===== src/hdl/pcpd_pkg.sv =====
// shared types and constants of the picture column post decoder
// commands, queue operation codes, register indexes and the front-to-back queue entry
// no dependencies
package pcpd_pkg;

    // input commands
    localparam logic [1:0] CMD_LOAD_SHADE = 2'd0;
    localparam logic [1:0] CMD_LOAD_COLOR = 2'd1;
    localparam logic [1:0] CMD_START      = 2'd2;
    localparam logic [1:0] CMD_BYTE       = 2'd3;

    // configuration register indexes
    localparam logic [1:0] REG_PALETTE_SELECT = 2'd0;
    localparam logic [1:0] REG_LIGHT_LEVEL    = 2'd1;
    localparam logic [1:0] REG_SPRITE_WIDTH   = 2'd2;
    localparam logic [1:0] REG_SPRITE_HEIGHT  = 2'd3;

    // start-row byte that closes a column
    localparam logic [7:0] END_MARKER = 8'hFF;

    // queue between front and back
    localparam int QUEUE_DEPTH = 4;
    localparam int QUEUE_AW    = $clog2(QUEUE_DEPTH);

    // work handed from front to back
    typedef enum logic [1:0] {
        OP_LOAD_SHADE,
        OP_LOAD_COLOR,
        OP_PIXEL,
        OP_COLUMN_END
    } op_t;

    typedef struct packed {
        op_t         op;
        logic [13:0] table_index;
        logic [23:0] table_value;
        logic [7:0]  pixel_byte;
        logic [9:0]  row;
        logic [8:0]  column;
    } queue_entry_t;

    typedef struct packed {
        logic         push;
        queue_entry_t entry;
    } queue_push_t;

    typedef struct packed {
        logic         valid;
        queue_entry_t entry;
    } queue_head_t;

    typedef struct packed {
        logic full;
        logic empty;
    } queue_status_t;

endpackage


===== src/hdl/pcpd_front.sv =====
// front part: accepts input transactions, parses the post stream and classifies work
// depends on pcpd_pkg; feeds pcpd_queue
module pcpd_front
    import pcpd_pkg::*;
#(
    parameter int LIGHT_LEVELS = 64,
    parameter int PALETTES     = 16
) (
    input  logic          clk,
    input  logic          rst_n,
    input  logic          in_valid,
    output logic          in_ready,
    input  logic [1:0]    command,
    input  logic [13:0]   table_index,
    input  logic [23:0]   table_value,
    input  logic [8:0]    column_index,
    input  logic [7:0]    data_byte,
    input  logic [9:0]    width_eff,
    input  logic [9:0]    sprite_height,
    input  queue_status_t q_status,
    output queue_push_t   q_push
);

    localparam int SHADE_DEPTH = LIGHT_LEVELS * 256;
    localparam int COLOR_DEPTH = PALETTES * 256;

    // parse phases
    localparam logic [2:0] PH_IDLE     = 3'd0;
    localparam logic [2:0] PH_START    = 3'd1;
    localparam logic [2:0] PH_LENGTH   = 3'd2;
    localparam logic [2:0] PH_PAD_PRE  = 3'd3;
    localparam logic [2:0] PH_PIXELS   = 3'd4;
    localparam logic [2:0] PH_PAD_POST = 3'd5;

    logic [2:0] phase_reg, phase_next;
    logic [9:0] row_reg, row_next;
    logic [7:0] run_reg, run_next;
    logic [8:0] column_reg, column_next;
    logic [7:0] run_dec;
    logic       accept;

    assign in_ready = !q_status.full;
    assign accept   = in_valid && in_ready;
    assign run_dec  = run_reg - 8'd1;

    // parse step and classification
    always_comb
    begin
        phase_next  = phase_reg;
        row_next    = row_reg;
        run_next    = run_reg;
        column_next = column_reg;

        q_push.push              = 1'b0;
        q_push.entry.op          = OP_PIXEL;
        q_push.entry.table_index = table_index;
        q_push.entry.table_value = table_value;
        q_push.entry.pixel_byte  = data_byte;
        q_push.entry.row         = row_reg;
        q_push.entry.column      = column_reg;

        if (accept)
        begin
            unique case (command)
                CMD_LOAD_SHADE:
                begin
                    q_push.entry.op = OP_LOAD_SHADE;
                    q_push.push     = (32'(table_index) < SHADE_DEPTH);
                end
                CMD_LOAD_COLOR:
                begin
                    q_push.entry.op = OP_LOAD_COLOR;
                    q_push.push     = (32'(table_index) < COLOR_DEPTH);
                end
                CMD_START:
                begin
                    column_next = column_index;
                    row_next    = 10'd0;
                    run_next    = 8'd0;
                    phase_next  = PH_START;
                end
                CMD_BYTE:
                begin
                    unique case (phase_reg)
                        PH_START:
                        begin
                            if (data_byte == END_MARKER)
                            begin
                                q_push.entry.op = OP_COLUMN_END;
                                q_push.push     = 1'b1;
                                phase_next      = PH_IDLE;
                            end
                            else
                            begin
                                row_next   = {2'b00, data_byte};
                                phase_next = PH_LENGTH;
                            end
                        end
                        PH_LENGTH:
                        begin
                            run_next   = data_byte;
                            phase_next = PH_PAD_PRE;
                        end
                        PH_PAD_PRE:
                        begin
                            phase_next = (run_reg != 8'd0) ? PH_PIXELS : PH_PAD_POST;
                        end
                        PH_PIXELS:
                        begin
                            // pixels outside the sprite are consumed silently
                            q_push.entry.op = OP_PIXEL;
                            q_push.push     = (row_reg < sprite_height) &&
                                              ({1'b0, column_reg} < width_eff);
                            row_next        = row_reg + 10'd1;
                            run_next        = run_dec;
                            if (run_dec == 8'd0)
                            begin
                                phase_next = PH_PAD_POST;
                            end
                        end
                        PH_PAD_POST:
                        begin
                            phase_next = PH_START;
                        end
                        default:
                        begin
                            phase_next = phase_reg;
                        end
                    endcase
                end
                default:
                begin
                    phase_next = phase_reg;
                end
            endcase
        end
    end

    // parse state
    always_ff @(posedge clk or negedge rst_n)
    begin
        if (!rst_n)
        begin
            phase_reg  <= PH_IDLE;
            row_reg    <= 10'd0;
            run_reg    <= 8'd0;
            column_reg <= 9'd0;
        end
        else
        begin
            phase_reg  <= phase_next;
            row_reg    <= row_next;
            run_reg    <= run_next;
            column_reg <= column_next;
        end
    end

endmodule


===== config.mk =====
export PLATFORM = sky130hd
export DESIGN_NAME = pcpd_front
export DESIGN_NICKNAME = d
export VERILOG_FILES = /design/src/hdl/pcpd_pkg.sv /design/src/hdl/pcpd_front.sv
export SDC_FILE = /design/constraint.sdc
export NUM_CORES = 1
export LEC_CHECK = 0
export ABC_AREA = 1
export BUFFER_PORTS_ARGS = -buffer_cell sky130_fd_sc_hd__buf_2
export CORE_ASPECT_RATIO = 0.8
export CORE_MARGIN = 2
export CORE_UTILIZATION = 32
export CTS_BUF_LIST = sky130_fd_sc_hd__clkbuf_8
export DETAILED_ROUTE_END_ITERATION = 16
export PLACE_DENSITY_LB_ADDON = 0.05
export SLEW_MARGIN = 40
export SYNTH_ARGS = -nofsm -noshare
export SYNTH_HDL_FRONTEND = slang
export SYNTH_SLANG_ARGS = --single-unit

===== constraint.sdc =====
create_clock -name clk -period 1.7 [get_ports clk]
set_clock_uncertainty 0.1 [all_clocks]
set_input_delay 0.34 -clock clk [delete_from_list [all_inputs] [get_ports clk]]
set_output_delay 0.34 -clock clk [all_outputs]
set_load 0.01 [all_outputs]

# ---- After elaboration in Yosys (flattened, before gate mapping)
# Index checks and enable logic that the tools add are counted.
dict set report op_classes {
  n_addsub 2
  order_cmp 3
  n_eq_ne 14
  n_mux 14
  reduce_logical 11
}
# op count
set ops {}
lappend ops {{$pmux 10 s2} 2}
lappend ops {{$pmux 8 s2} 2}
lappend ops {{$pmux 3 s5} 1}
lappend ops {{$lt 14x13->1 const B} 1}
lappend ops {{$pmux 3 s2} 2}
lappend ops {{$add 10x1->10 const B} 1}
lappend ops {{$lt 10x10->1} 1}
lappend ops {{$lt 9x10->1} 1}
lappend ops {{$mux 10} 1}
lappend ops {{$mux 3} 3}
lappend ops {{$pmux 3 s3} 1}
lappend ops {{$eq 8x8->1 const B} 1}
lappend ops {{$logic_not 8->1} 1}
lappend ops {{$reduce_and 4->1} 2}
lappend ops {{$reduce_bool 8->1} 1}
lappend ops {{$sub 8x1->8 const B} 1}
lappend ops {{$eq 3x2->1 const B} 2}
lappend ops {{$eq 3x3->1 const B} 2}
lappend ops {{$ne 3x2->1 const B} 2}
lappend ops {{$ne 3x3->1 const B} 2}
lappend ops {{$ne 6x2->1 const B} 1}
lappend ops {{$eq 2x2->1 const B} 2}
lappend ops {{$eq 3x1->1 const B} 1}
lappend ops {{$reduce_and 3->1} 1}
lappend ops {{other kinds (8)} 9}
dict set report totals {
  register_bits 30
  output_inout_bits 69
}

# ---- Logic depth before layout (Yosys ltp)
dict set report depth {
  word_depth 5
  ltp_mapped 12
  depth_no_buf 12
}

# ---- Least setup slack after synthesis
# No wires, ideal clock.
dict set report synth_timing {
  kind {reg-to-output}
  startpoint {register row_reg[9]}
  endpoint {output q_push[67] (netlist bit)}
  t_arrival_ns 1.426
  required_time_ns 1.260
  setup_slack_ns -0.166
  path_stages_with_launch 11
  path_cell_list {dfrtp_1 -> ha_1 -> nand2_1 -> nand2_1 -> nor2_1 -> nand3_1 -> nor2_1 -> nand3_1 -> nand2_1 -> nand2_1 -> a21oi_1}
}
# item line_no
set synth_lines {}
lappend synth_lines {{start, declared} pcpd_front.sv:36} ;# logic [9:0] row_reg, row_next;
lappend synth_lines {{start signal, assigned} pcpd_front.sv:152} ;# row_reg <= row_next;
lappend synth_lines {{end, declared} pcpd_front.sv:21} ;# output queue_push_t q_push

==> flow_summary.ini <==
[routing]
wl_per_cell_um = 12.19
drt_iter0_markers = 93
wl_um = 7289
num_vias = 2633
drcViolationCount = 0
vias_per_cell = 4.403
firstDrtPassIters = 4
ant_nets = 0

[die]
placementRows = 30
io_pins = 151
die_x_um = 107.5
die_height_um = 86.81
start_util_pct = 32.62
core-area_um2 = 8408
fp.dieArea_um2 = 9332

[worst_hold_path]
worstHoldPathType = input pin to flip-flop
hold_start = column_index[7]

[clock_network]
ctsRootBufferMaster = clkbuf_8
clock-sinks = 30
clock_path_buffers = 2
htreeDepth = 2
cts_tree = yes
clk_latency_ps = 290
numCtsBuffers = 5
clkSlewWorstSetupHoldPaths_ps = 80

[placement]
port_buffers = 77
dp.cells = 582
place_congestion = 0.8030
hpwl_um = 5671
post-place-ws_ps = -413.5

[setup_path]
crit_family = simple AND/OR/NAND/NOR gates
endpoint_kind = output port
cpMaxStageDelayCell = dfrtp_1
worstPathArrival_ps = 1790
crit_start = row_reg[4]
start_kind = flip-flop
path_max_fanout = 2
reg2reg_from = run_reg[1]
cp_common_cell = nand2_2
crit_chain = ha_1 -> nand2_1 -> inv_1 -> a21oi_2 -> nand2_2 -> nand2_2 -> nand3_2 -> nand2_2 -> nand2_2 -> a21oi_2 -> buf_2
required_ps = 1260
critPathBufInv = 2
max_stage_delay_ps = 390
worst-setup-path-type = flip-flop to output port

[sta]
slew_viol_final = 0
fmax_mhz = 448.1
period_minus_slack_ps = 2231
hold_viol_final = 0
fin_ws_ps = -531.5
period_share_pct = 131.3
setup_violations = 2
worst_slew_pin_slew_ps = 445.6
rsz0062_at_grt = yes
relSlewSlack_pct = 70.30

[pwr]
powerDensity_nw_per_um2 = 750.7
comb_power_share_pct = 44.4
p_seq_share_pct = 32.7
pwr-share-clk_pct = 22.8
irDropWorstVdd_mv = 0.3634
power_uw = 2774
intPower_uw = 1762
p_switching_uw = 1012
switching_share_pct = 36.48
p_leak_uw = 0.001969

[cells_and_area]
drive_above_1_share_pct = 45.27
largest_reg_flops = 10
final_cell_mix = 77 x buf_2, 73 x nand2_1, 61 x buf_4
diodes = 0
area_growth_pct = 34.72
nets = 588
instances_no_fill = 598
final_common_cell = buf_2
nFillCells = 917

[synth]
yosysWarnings = 0
syn-mean-instance-area_um2 = 7.087
syn_area_um2 = 2743
synth_area_leaders = dfrtp_1 27%, buf_4 13%, nand2_1 12%
post-synth-top-area-cell = dfrtp_1
netlist.area_leader.share_pct = 27.37
synth.net_count = 490
synth_cells = 387
yosysSeqAreaShare_pct = 27.37
synth.distinct_cells = 31
synth-seq-cells = 30

[global_route]
grt_max_degree = 31
grt_pass1_vias = 2510
antenna_found_initial = 0
grt_pass1_wl_um = 11880
grt_usage_pct = 16.23
grt_overflow_total = 0

[job]
drv_cap = 0

[outcome]
outcome = finished with violations
violations = negative setup slack
## metrics by stage
| stage | hold slack (ps) | setup TNS (ps) | cell area [um^2] | utilization [%] |
|---|---|---|---|---|
| 2_1_floorplan | -55.59 | -126.7 | 2759 | - |
| 3_3_place_gp | 304.0 | -648.9 | 3328 | 39.58 |
| 3_5_place_dp | 305.9 | -644.0 | 3328 | 39.58 |
| 4_1_cts | 167.7 | -825.5 | 3485 | 41.44 |
| 5_1_grt | 164.3 | -1128 | 3695 | 43.94 |
| 6_report | 176.5 | -751.2 | 3695 | 43.94 |
## final timing paths
| check | end | slack, ps | cells past startpoint |
|---|---|---|---|
| worst min-delay path | column_reg[7] | 180 | 2 |
| worst min register to register | phase_reg[1] | 400 | 2 |
| max in group asynchronous | run_reg[2] | 640 | 3 |
| worst max-delay path | q_push[67] | -530 | 11 |
| worst max register to register | phase_reg[2] | 80 | 11 |
| min in group asynchronous | column_reg[3] | 520 | 3 |
## synthesized netlist by cell type
master    number
inv_1         60
o21ai_2        2
o21a_1         3
nor3_1         4
inv_2          4
a21oi_1       15
a211oi_1       2
o22ai_1        5
nand3_1       23
dfrtp_1       30
nor2_2         1
nand2_2        2
o21ai_0       19
clkinv_4       1
mux2_2         8
o31ai_1        1
nor2_4         1
nor2_1        28
nand3_4        1
xor2_1         2
clkbuf_1       1
ha_1          21
o21ai_1        5
nand2_1       88
buf_2          1
buf_4         46
a31oi_1        1
buf_6          2
a21oi_2        4
nand2_4        2
nand4_1        4
## worst register-to-register path, stage by stage, from the launching register on
cell	delay, ps
dfrtp_1	370
inv_2	70
ha_4	180
xor2_2	150
nor2_1	100
nand2_1	80
nor2_2	100
nand3_2	110
nand2_4	100
nand2_4	60
nand2_2	60
nand2_1	50
## final cells by class
| type | instances | area, um^2 | share of cell area [%] |
|---|---|---|---|
| clock buffers | 6 | 82.58 | 2.235 |
| multi-input cells | 242 | 1580 | 42.77 |
| repair buffers | 141 | 875.8 | 23.70 |
| well taps | 112 | 140.1 | 3.793 |
| flip-flops and latches | 30 | 752.0 | 20.35 |
| clock inverters | 2 | 12.51 | 0.3386 |
| inverters | 65 | 251.5 | 6.807 |
## layer usage
| layer | vias up | GRT usage (%) | share of wire [%] |
|---|---|---|---|
| met4 | 0 | 4.196 | 0.60 |
| met5 | - | 0 | 0 |
| met1 | 1180 | 24.04 | 51 |
| met2 | 63 | 23.50 | 43 |
| met3 | 8 | 3.835 | 5.0 |
| li1 | 1382 | - | - |
## what timing repair did
action / CTS / global route
endpoints found under the setup margin: 5 / 18
buffers inserted: 1 / 6
pin swaps: 8 / 12
gates cloned: 0 / 0
hold endpoints to repair: 25 / 0
hold buffers: 1 / 0
gates resized for setup: 11 / 45
## power groups by stage
| stage | Clock, uW | Combinational (uW) | Sequential (uW) |
|---|---|---|---|
| final | 633 | 1230 | 908 |
| after global routing | 710 | 1400 | 922 |
| after CTS | 661 | 1110 | 896 |
| after detailed placement | 0 | 1070 | 909 |
| after global placement | 0 | 1060 | 908 |
| after floorplan | 0 | 602 | 958 |
## cell families after synthesis
kind of cell / after synthesis / synth area share, %
adder cells (fa/ha/maj): 21 / 9.580
XOR/XNOR: 2 / 0.6388
buffers and inverters: 115 / 22.81
AO/OA/AOI/OAI: 57 / 12.04
flip-flops: 30 / 27.37
multiplexers: 8 / 3.285
AND/OR/NAND/NOR: 154 / 24.27
Power figures use the tool's default switching activity.
