<file path="config.mk">
export PLATFORM = sky130hd
export DESIGN_NAME = pcpd_queue
export DESIGN_NICKNAME = d
export VERILOG_FILES = /design/src/hdl/pcpd_pkg.sv /design/src/hdl/pcpd_queue.sv
export SDC_FILE = /design/constraint.sdc
export NUM_CORES = 1
export LEC_CHECK = 0
export BUFFER_PORTS_ARGS = -buffer_cell sky130_fd_sc_hd__buf_4
export CAP_MARGIN = 20
export CORE_ASPECT_RATIO = 1.25
export CORE_UTILIZATION = 51
export CTS_CLUSTER_SIZE = 16
export DETAILED_ROUTE_END_ITERATION = 10
export GPL_TIMING_DRIVEN = 0
export PLACE_DENSITY = 0.75
export RECOVER_POWER = 25
export SLEW_MARGIN = 5
export SYNTH_ARGS = -nofsm -noshare
export SYNTH_HDL_FRONTEND = slang
export SYNTH_SLANG_ARGS = --single-unit
</file>
<file path="constraint.sdc">
create_clock -name clk -period 3.13 [get_ports clk]
set_clock_uncertainty 0.2 [all_clocks]
set_input_delay 0.1565 -clock clk [delete_from_list [all_inputs] [get_ports clk]]
set_output_delay 0.1565 -clock clk [all_outputs]
set_load 0.01 [all_outputs]
</file>
<file path="src/hdl/pcpd_pkg.sv">
// shared types and constants of the picture column post decoder
// commands, queue operation codes, register indexes and the front-to-back queue entry
// no dependencies
package pcpd_pkg;

    // input commands
    localparam logic [1:0] CMD_LOAD_SHADE = 2'd0;
    localparam logic [1:0] CMD_LOAD_COLOR = 2'd1;
    localparam logic [1:0] CMD_START      = 2'd2;
    localparam logic [1:0] CMD_BYTE       = 2'd3;

    // configuration register indexes
    localparam logic [1:0] REG_PALETTE_SELECT = 2'd0;
    localparam logic [1:0] REG_LIGHT_LEVEL    = 2'd1;
    localparam logic [1:0] REG_SPRITE_WIDTH   = 2'd2;
    localparam logic [1:0] REG_SPRITE_HEIGHT  = 2'd3;

    // start-row byte that closes a column
    localparam logic [7:0] END_MARKER = 8'hFF;

    // queue between front and back
    localparam int QUEUE_DEPTH = 4;
    localparam int QUEUE_AW    = $clog2(QUEUE_DEPTH);

    // work handed from front to back
    typedef enum logic [1:0] {
        OP_LOAD_SHADE,
        OP_LOAD_COLOR,
        OP_PIXEL,
        OP_COLUMN_END
    } op_t;

    typedef struct packed {
        op_t         op;
        logic [13:0] table_index;
        logic [23:0] table_value;
        logic [7:0]  pixel_byte;
        logic [9:0]  row;
        logic [8:0]  column;
    } queue_entry_t;

    typedef struct packed {
        logic         push;
        queue_entry_t entry;
    } queue_push_t;

    typedef struct packed {
        logic         valid;
        queue_entry_t entry;
    } queue_head_t;

    typedef struct packed {
        logic full;
        logic empty;
    } queue_status_t;

endpackage

</file>
<file path="src/hdl/pcpd_queue.sv">
// short queue between the parsing front and the table back
// depends on pcpd_pkg
module pcpd_queue
    import pcpd_pkg::*;
(
    input  logic          clk,
    input  logic          rst_n,
    input  queue_push_t   q_push,
    input  logic          pop,
    output queue_head_t   q_head,
    output queue_status_t q_status
);

    queue_entry_t          entries_reg [QUEUE_DEPTH];
    logic [QUEUE_AW-1:0]   wr_ptr_reg, wr_ptr_next;
    logic [QUEUE_AW-1:0]   rd_ptr_reg, rd_ptr_next;
    logic [QUEUE_AW:0]     count_reg, count_next;
    logic                  do_push;
    logic                  do_pop;

    assign q_status.full  = (32'(count_reg) == QUEUE_DEPTH);
    assign q_status.empty = (count_reg == '0);
    assign do_push        = q_push.push && !q_status.full;
    assign do_pop         = pop && !q_status.empty;

    assign q_head.valid = !q_status.empty;
    assign q_head.entry = entries_reg[rd_ptr_reg];

    // pointer and fill count update
    always_comb
    begin
        wr_ptr_next = wr_ptr_reg;
        rd_ptr_next = rd_ptr_reg;
        count_next  = count_reg;
        if (do_push)
        begin
            wr_ptr_next = (32'(wr_ptr_reg) == QUEUE_DEPTH - 1) ? '0 : wr_ptr_reg + 1'b1;
        end
        if (do_pop)
        begin
            rd_ptr_next = (32'(rd_ptr_reg) == QUEUE_DEPTH - 1) ? '0 : rd_ptr_reg + 1'b1;
        end
        if (do_push && !do_pop)
        begin
            count_next = count_reg + 1'b1;
        end
        else if (do_pop && !do_push)
        begin
            count_next = count_reg - 1'b1;
        end
    end

    always_ff @(posedge clk or negedge rst_n)
    begin
        if (!rst_n)
        begin
            wr_ptr_reg <= '0;
            rd_ptr_reg <= '0;
            count_reg  <= '0;
        end
        else
        begin
            wr_ptr_reg <= wr_ptr_next;
            rd_ptr_reg <= rd_ptr_next;
            count_reg  <= count_next;
        end
    end

    // entry storage
    always_ff @(posedge clk)
    begin
        if (do_push)
        begin
            entries_reg[wr_ptr_reg] <= q_push.entry;
        end
    end

endmodule

</file>
---- Yosys cells after proc, flatten, opt, wreduce, memory -nomap -nowiden ----
Memories as Yosys holds them, arrays and structs flattened.
Index checks and enable logic that the tools add are counted.
storage, ports and cells
  word-level logic and storage cells ...... 27
  RAM bits ................................ 268
  flip-flop bits (word level) ............. 7
  output and inout bits ................... 70
  memories ................................ 1
  input port bits ......................... 71
operators by class
  equality and inequality tests ........... 3
  mux-type cells .......................... 6
  reductions and logical operators ........ 10
  $add $sub $neg .......................... 4
memories
  name         words  bits a word  read ports  clocked after Yosys merged registers in  write ports  RTL line          source
  entries_reg  4      67           1           0                                        1            pcpd_queue.sv:14  queue_entry_t entries_reg [QUEUE_DEPTH];
operator list
  operator                                          number
  two-way mux 3 bit                                 2
  adder 2 x 1 -> 2 bit, second input constant       2
  equality test 2 bit, second input constant        2
  logical AND 1 bit                                 4
  zero test 1 bit                                   4
  two-way mux 2 bit                                 2
  adder 3 x 1 -> 3 bit, second input constant       1
  equality test 3 bit, second input constant        1
  zero test 3 bit                                   1
  subtractor 3 x 1 -> 3 bit, second input constant  1
  two-way mux 1 bit                                 2
  nonzero test 2 bit                                1

---- Logic depth before layout (Yosys ltp) ----
Gate-level depths: netlist of the first run.
  depth after elaboration ................. 7
  gate-level depth with buffers ........... 9
  gate-level depth less buffers ........... 8

---- Worst setup path before layout of the first run ----
Ideal clock, no wire load.
  path kind ............................... reg-to-reg
  start point ............................. register count_reg[2]
  end point ............................... memory entries_reg[1][0] (netlist bit), enable pin
  buffers on the path ..................... 1
  data arrival time ....................... 2.393 ns
  setup time .............................. 0.432 ns
  stages on the path, launching flop included .. 5
  clock period less this slack ............ 3.026 ns
  path slack .............................. 0.104 ns
  cells stage by stage .................... dfrtp_1 > nor3b_2 > nor2b_1 > buf_2 > and2_1
RTL lines
  element                 RTL line          source
  start, declared         pcpd_queue.sv:17  logic [QUEUE_AW:0] count_reg, count_next;
  start signal, assigned  pcpd_queue.sv:65  count_reg <= count_next;
  end, declared           pcpd_queue.sv:14

==> metrics.cfg, run 1 <==
[flow_run]
cap_violations=0

[floorplanning]
die_y_um=159
core_mm2=0.0195
io_pins=141
die_w_um=128
start_util_pct=52.0
row_count=57
dieArea_mm2=0.0204

[critical_path]
path_class=register to output pin
start_kind=register
arrival_ns=2.19
crit_path_end_kind=output pin
crit_required_ns=2.77
rrSetupSlack_ns=0.75
critPathMaxFanout=10

[power_and_ir_drop]
power.share.clock_pct=24.8
swShare_pct=28.2
ir_worst_vdd_mv=0.691
p_per_area_mw_per_mm2=916
p_leak_uw=0.00442
p_seq_share_pct=42.6
p_sw_uw=3340
combPwrFrac_pct=32.6
p_int_uw=8510

[detailed_routing]
wl_per_cell_um=20.4
routed_wl_um=18700
firstDrtPassIters=4
drt-initial-drc-count=281
drtAntennaViolNets=0
vias_per_cell=5.25
remaining_drc_errors=0
vias=4812

[timing]
finalWorstSetupSlack_ns=0.588
tightest_slew_ns=0.671
drv_slew=0
setup_viol_count_final=0
fin_crit_sh_pct=81.2
hold_viol_final=0
fin_worst_hold_slack_ns=0.199
rsz0062_at_grt=false
fmax_mhz=393
relSlewSlack_pct=55.3
min_period_ns=2.54

[clock_network]
clockBufferDepth=3
clk-insertion-delay-late_ns=0.51
htreeDepth=1
tritoncts=built
cts_sinks=275
cts-root-buf=clkbuf_16
clk_pin_slew_worst_paths_ns=0.06
numCtsBuffers=27

[grt]
grt_start_max_net_pins=39
grt_pass1_wl_um=29300
grt_pass1_vias=5242
overflow=0
grt_antenna_before_repair=0
grtUsageTotal_pct=19.2

[synth]
syn_area_mm2=0.0101
syn_nets=467
ys_seq_elements=275
syn_avg_cell_area_um2=26.0
synth_cells=389
synth-simple-area-share_pct=0.643
synthAdderAreaFrac_pct=0.940
ys_warn_count=0
synth.distinct_cells=20
synth_top_family_by_area=multiplexers
synth_compound_area_share_pct=0
synthMuxAreaShare_pct=15.5
synth_xor_area_share_pct=0.260
yosysSeqAreaShare_pct=81.3

[final_layout]
final_nets=711
drive_gt1_share_pct=35.3
seq_area_mm2=0.00822
area_delta_synth_final_pct=27.9
stdcell_count=917
largest_reg_flops=268
diodes=0
multi_input_area_mm2=0.00176
fin_area_mm2=0.0129
fillers=1281
final_util_pct=66.5

[placement]
globalplace.congestion=0.686
pre_cts_ws_ns=0.754
place_inst=798
hpwl_um=11200
dpl-instance-area_mm2=0.0116
numPortBuffers=140

[worst_hold_path]
min_path_type=input pin to register

[run_status]
outcome=complete, no violations

==> cell usage after synthesis (all sizes together) <==
cell	count	area [µm²]
and2	4	25.0
buf	14	119
clkbuf	3	11.3
dfrtp	7	175
edfxtp	268	8050
fa	1	20.0
ha	6	75.1
inv	4	15.0
mux2	5	56.3
mux4	67	1510
nand2	1	3.75
nor2	3	11.3
nor2b	1	6.26
nor3b	1	12.5
or3	1	6.26
xnor2	1	8.76
xor2	2	17.5
==> worst max-delay path: stages (launching register included) <==
cell     delay [ns]
dfrtp_1        0.35
buf_2          0.18
buf_2          0.26
buf_2          0.34
mux4_2         0.37
buf_4          0.16
==> layer usage <==
| metal | track usage (%) | vias to the layer above | wire length [µm] |
|---|---|---|---|
| met5 | 0 | - | 0 |
| met3 | 3.19 | 31 | 803 |
| met1 | 24.0 | 2495 | 7310 |
| met2 | 33.9 | 132 | 10200 |
| li1 | - | 2154 | - |
| met4 | 6.15 | 0 | 408 |
==> cell type report <==
cell class	instances	area share [%]
inverters	4	0.116
plain buffers	17	1.01
repair buffers	215	13.0
flip-flops and latches	275	63.5
clock inverters	20	0.947
well taps	265	2.56
clock buffers	28	5.25
multi-input cells	93	13.6
==> through the flow <==
stage | power [µW] | setup TNS [ns]
2_1_floorplan | 7360 | 0
3_3_place_gp | 8890 | -267.86
3_5_place_dp | 9030 | 0
4_1_cts | 12000 | 0
5_1_grt | 12400 | 0
6_report | 11900 | 0
==> power by group through the flow <==
stage / Sequential [µW] / Clock, µW / Combinational (µW)
global route: 5100 / 3150 / 4150
global placement: 5160 / 0 / 3740
detailed placement: 5130 / 0 / 3900
finish: 5050 / 2940 / 3870
CTS: 5050 / 2990 / 3980
floorplan: 5100 / 0 / 2260
==> path summary, 6_finish.rpt <==
path                                                start                      endpoint  cells past startpoint
worst max-delay path            rd_ptr_reg[1]$_DFFE_PN0P_                    q_head[39]                      5
worst min-delay path                           q_push[48]  entries_reg[0][48]$_DFFE_PP_                      2
worst max register to register   count_reg[1]$_DFFE_PN0P_      count_reg[2]$_DFFE_PN0P_                      8
worst min register to register   count_reg[2]$_DFFE_PN0P_      count_reg[2]$_DFFE_PN0P_                      1
max in group asynchronous                           rst_n     rd_ptr_reg[0]$_DFFE_PN0P_                      3
min in group asynchronous                           rst_n      count_reg[2]$_DFFE_PN0P_                      3
==> cells by family after synthesis <==
kind of cell | count (synthesis)
XOR/XNOR | 3
adder cells (fa/ha/maj) | 7
buffers and inverters | 21
flip-flops | 275
multiplexers | 72
AND/OR/NAND/NOR | 11
==> layout by cell type (no fill, tap or decap), types with 4 or more instances in the layout <==
cell type / synthesis / final
edfxtp_1: 268 / 268
buf_4: 5 / 102
dlygate4sd3_1: 0 / 71
mux4_2: 67 / 67
clkbuf_1: 3 / 47
clkbuf_16: 0 / 27
clkinv_1: 0 / 9
clkinv_2: 0 / 8
dfrtp_1: 7 / 7
buf_12: 2 / 6
buf_2: 6 / 6
ha_1: 6 / 6
mux2_2: 5 / 5
inv_1: 4 / 4
and2_4: 0 / 4
==> timing repair <==
| item | 4_1_cts | 5_1_grt |
|---|---|---|
| hold endpoints to repair | 279 | 0 |
| hold buffers | 71 | 0 |
| buffers inserted | 0 | 0 |
| gates resized for setup | 0 | 0 |
(Power assumes the default switching activity.)
==> inputs of run 2 (changes only) <==
==> constraint.sdc (replaced) <==
create_clock -name clk -period 2.2 [get_ports clk]
set_clock_uncertainty 0.2 [all_clocks]
set_input_delay 0.11 -clock clk [delete_from_list [all_inputs] [get_ports clk]]
set_output_delay 0.11 -clock clk [all_outputs]
set_load 0.01 [all_outputs]
==> metrics.cfg, run 2 (synthesis results as in run 1) <==
[run_status]
outcome=complete, but fails checks
violations=setup timing

[timing]
relSlewSlack_pct=69.1
fmax_mhz=436
fin_crit_sh_pct=104
tightest_slew_ns=0.464
fin_worst_hold_slack_ns=0.145
tns_ns=-3.76
rsz0062_at_grt=true
finalWorstSetupSlack_ns=-0.0935
setup_viol_count_final=66
min_period_ns=2.29
drv_slew=0
hold_viol_final=0

[clock_network]
clk_pin_slew_worst_paths_ns=0.06
clk-insertion-delay-late_ns=0.51
cts_sinks=275
cts-root-buf=clkbuf_16
tritoncts=built
numCtsBuffers=26
htreeDepth=1
clockBufferDepth=3

[floorplanning]
die_y_um=159
die_w_um=128
row_count=57
start_util_pct=52.0
dieArea_mm2=0.0204
io_pins=141
core_mm2=0.0195

[power_and_ir_drop]
p_per_area_mw_per_mm2=1360
p_int_uw=13600
combPwrFrac_pct=37.5
power.share.clock_pct=24.2
p_sw_uw=5130
ir_worst_vdd_mv=0.906
swShare_pct=27.4
p_seq_share_pct=38.3
p_leak_uw=0.00476

[critical_path]
rr_startpoint=count_reg[1]$_DFFE_PN0P_
arrival_ns=1.98
start_kind=register
crit_end=q_head[2]
path_class=register to output pin
critPathMaxFanout=10
reg2regPathDepth=7
reg2reg_to=count_reg[1]$_DFFE_PN0P_
crit_required_ns=1.89
critPathLaunch=rd_ptr_reg[0]$_DFFE_PN0P_
rrSetupSlack_ns=0.05
crit_path_end_kind=output pin

[detailed_routing]
wl_per_cell_um=21.0
firstDrtPassIters=4
routed_wl_um=19800
vias=4914
remaining_drc_errors=0
drt-initial-drc-count=263
vias_per_cell=5.23
drtAntennaViolNets=0

[grt]
grtUsageTotal_pct=19.8
grt_pass1_vias=5273
overflow=0
grt_antenna_before_repair=0
grt_start_max_net_pins=38
grt_pass1_wl_um=29800

[final_layout]
stdcell_count=940
final_common_cell=edfxtp_1
diodes=0
final_util_pct=70.4
final_cell_mix=268 x edfxtp_1, 73 x buf_6, 71 x dlygate4sd3_1
largest_reg_flops=268
drive_gt1_share_pct=40.4
area_delta_synth_final_pct=35.5
fillers=1214
final_nets=734

[placement]
globalplace.congestion=0.661
place_inst=798
hpwl_um=11000
numPortBuffers=140

[flow_run]
cap_violations=0

[worst_hold_path]
min_path_type=input pin to register

run 2: cell count changes in the layout (fill, tap and decap cells not counted), moves of 3 or more:
cell and change:
buf_6 +72, buf_4 -51, clkinv_1 -8, buf_12 +7, buf_2 -5, clkbuf_1 -5, and2_2 +4, clkbuf_8 +4
clkbuf_2 +3, clkinv_2 -3
run 2: worst max-delay path: stages, from the launching register on:
cell	delay, ns
dfrtp_1	0.37
buf_6	0.13
buf_12	0.14
buf_12	0.15
mux4_2	0.53
buf_6	0.14
run 2: metrics by stage:
stage	area (µm²)	setup slack [ns]	total power (µW)
final	13700	-0.0935	18700
after global routing	13700	-0.152	19400
after CTS	13700	-0.106	18700
after detailed placement	11600	-0.247	12800
after global placement	11500	-0.694	12600
after floorplan	10100	-0.0955	10400
run 2: how the worst min path moves through the flow:
stage | cells after the start | start | endpoint
floorplan | 0 | rst_n | count_reg[0]$_DFFE_PN0P_
global placement | 1 | rst_n | count_reg[1]$_DFFE_PN0P_
detailed placement | 1 | rst_n | count_reg[0]$_DFFE_PN0P_
CTS | 2 | q_push[44] | entries_reg[2][44]$_DFFE_PP_
global route | 2 | q_push[34] | entries_reg[0][34]$_DFFE_PP_
finish | 2 | q_push[55] | entries_reg[2][55]$_DFFE_PP_
run 2: per-layer routing:
| metal | track usage, % | share of wire, % |
|---|---|---|
| met1 | 24.4 | 39 |
| met3 | 2.65 | 3.7 |
| met4 | 5.67 | 2.0 |
| met5 | 0 | 0 |
| met2 | 36.3 | 55 |
run 2: layout make-up:
class / count / area (µm²) / area share [%]
flip-flops and latches: 275 / 8230 / 60.0
clock inverters: 10 / 126 / 0.922
inverters: 4 / 15.0 / 0.110
multi-input cells: 97 / 1830 / 13.4
clock buffers: 37 / 753 / 5.49
well taps: 265 / 332 / 2.42
plain buffers: 16 / 213 / 1.55
repair buffers: 236 / 2210 / 16.1
run 2: power by group through the flow:
stage,combinational (µW),sequential [µW],clock [µW]
finish,7010,7170,4520
global route,7410,7240,4790
CTS,6960,7160,4590
detailed placement,5550,7290,0
global placement,5340,7260,0
floorplan,3230,7210,0
run 2: what timing repair did:
item	4_1_cts	5_1_grt
hold buffers	71	0
pin swaps	10	2
hold endpoints to repair	282	0
setup endpoints to repair	215	175
cloned	5	2
buffers inserted	11	7
gates resized for setup	106	2
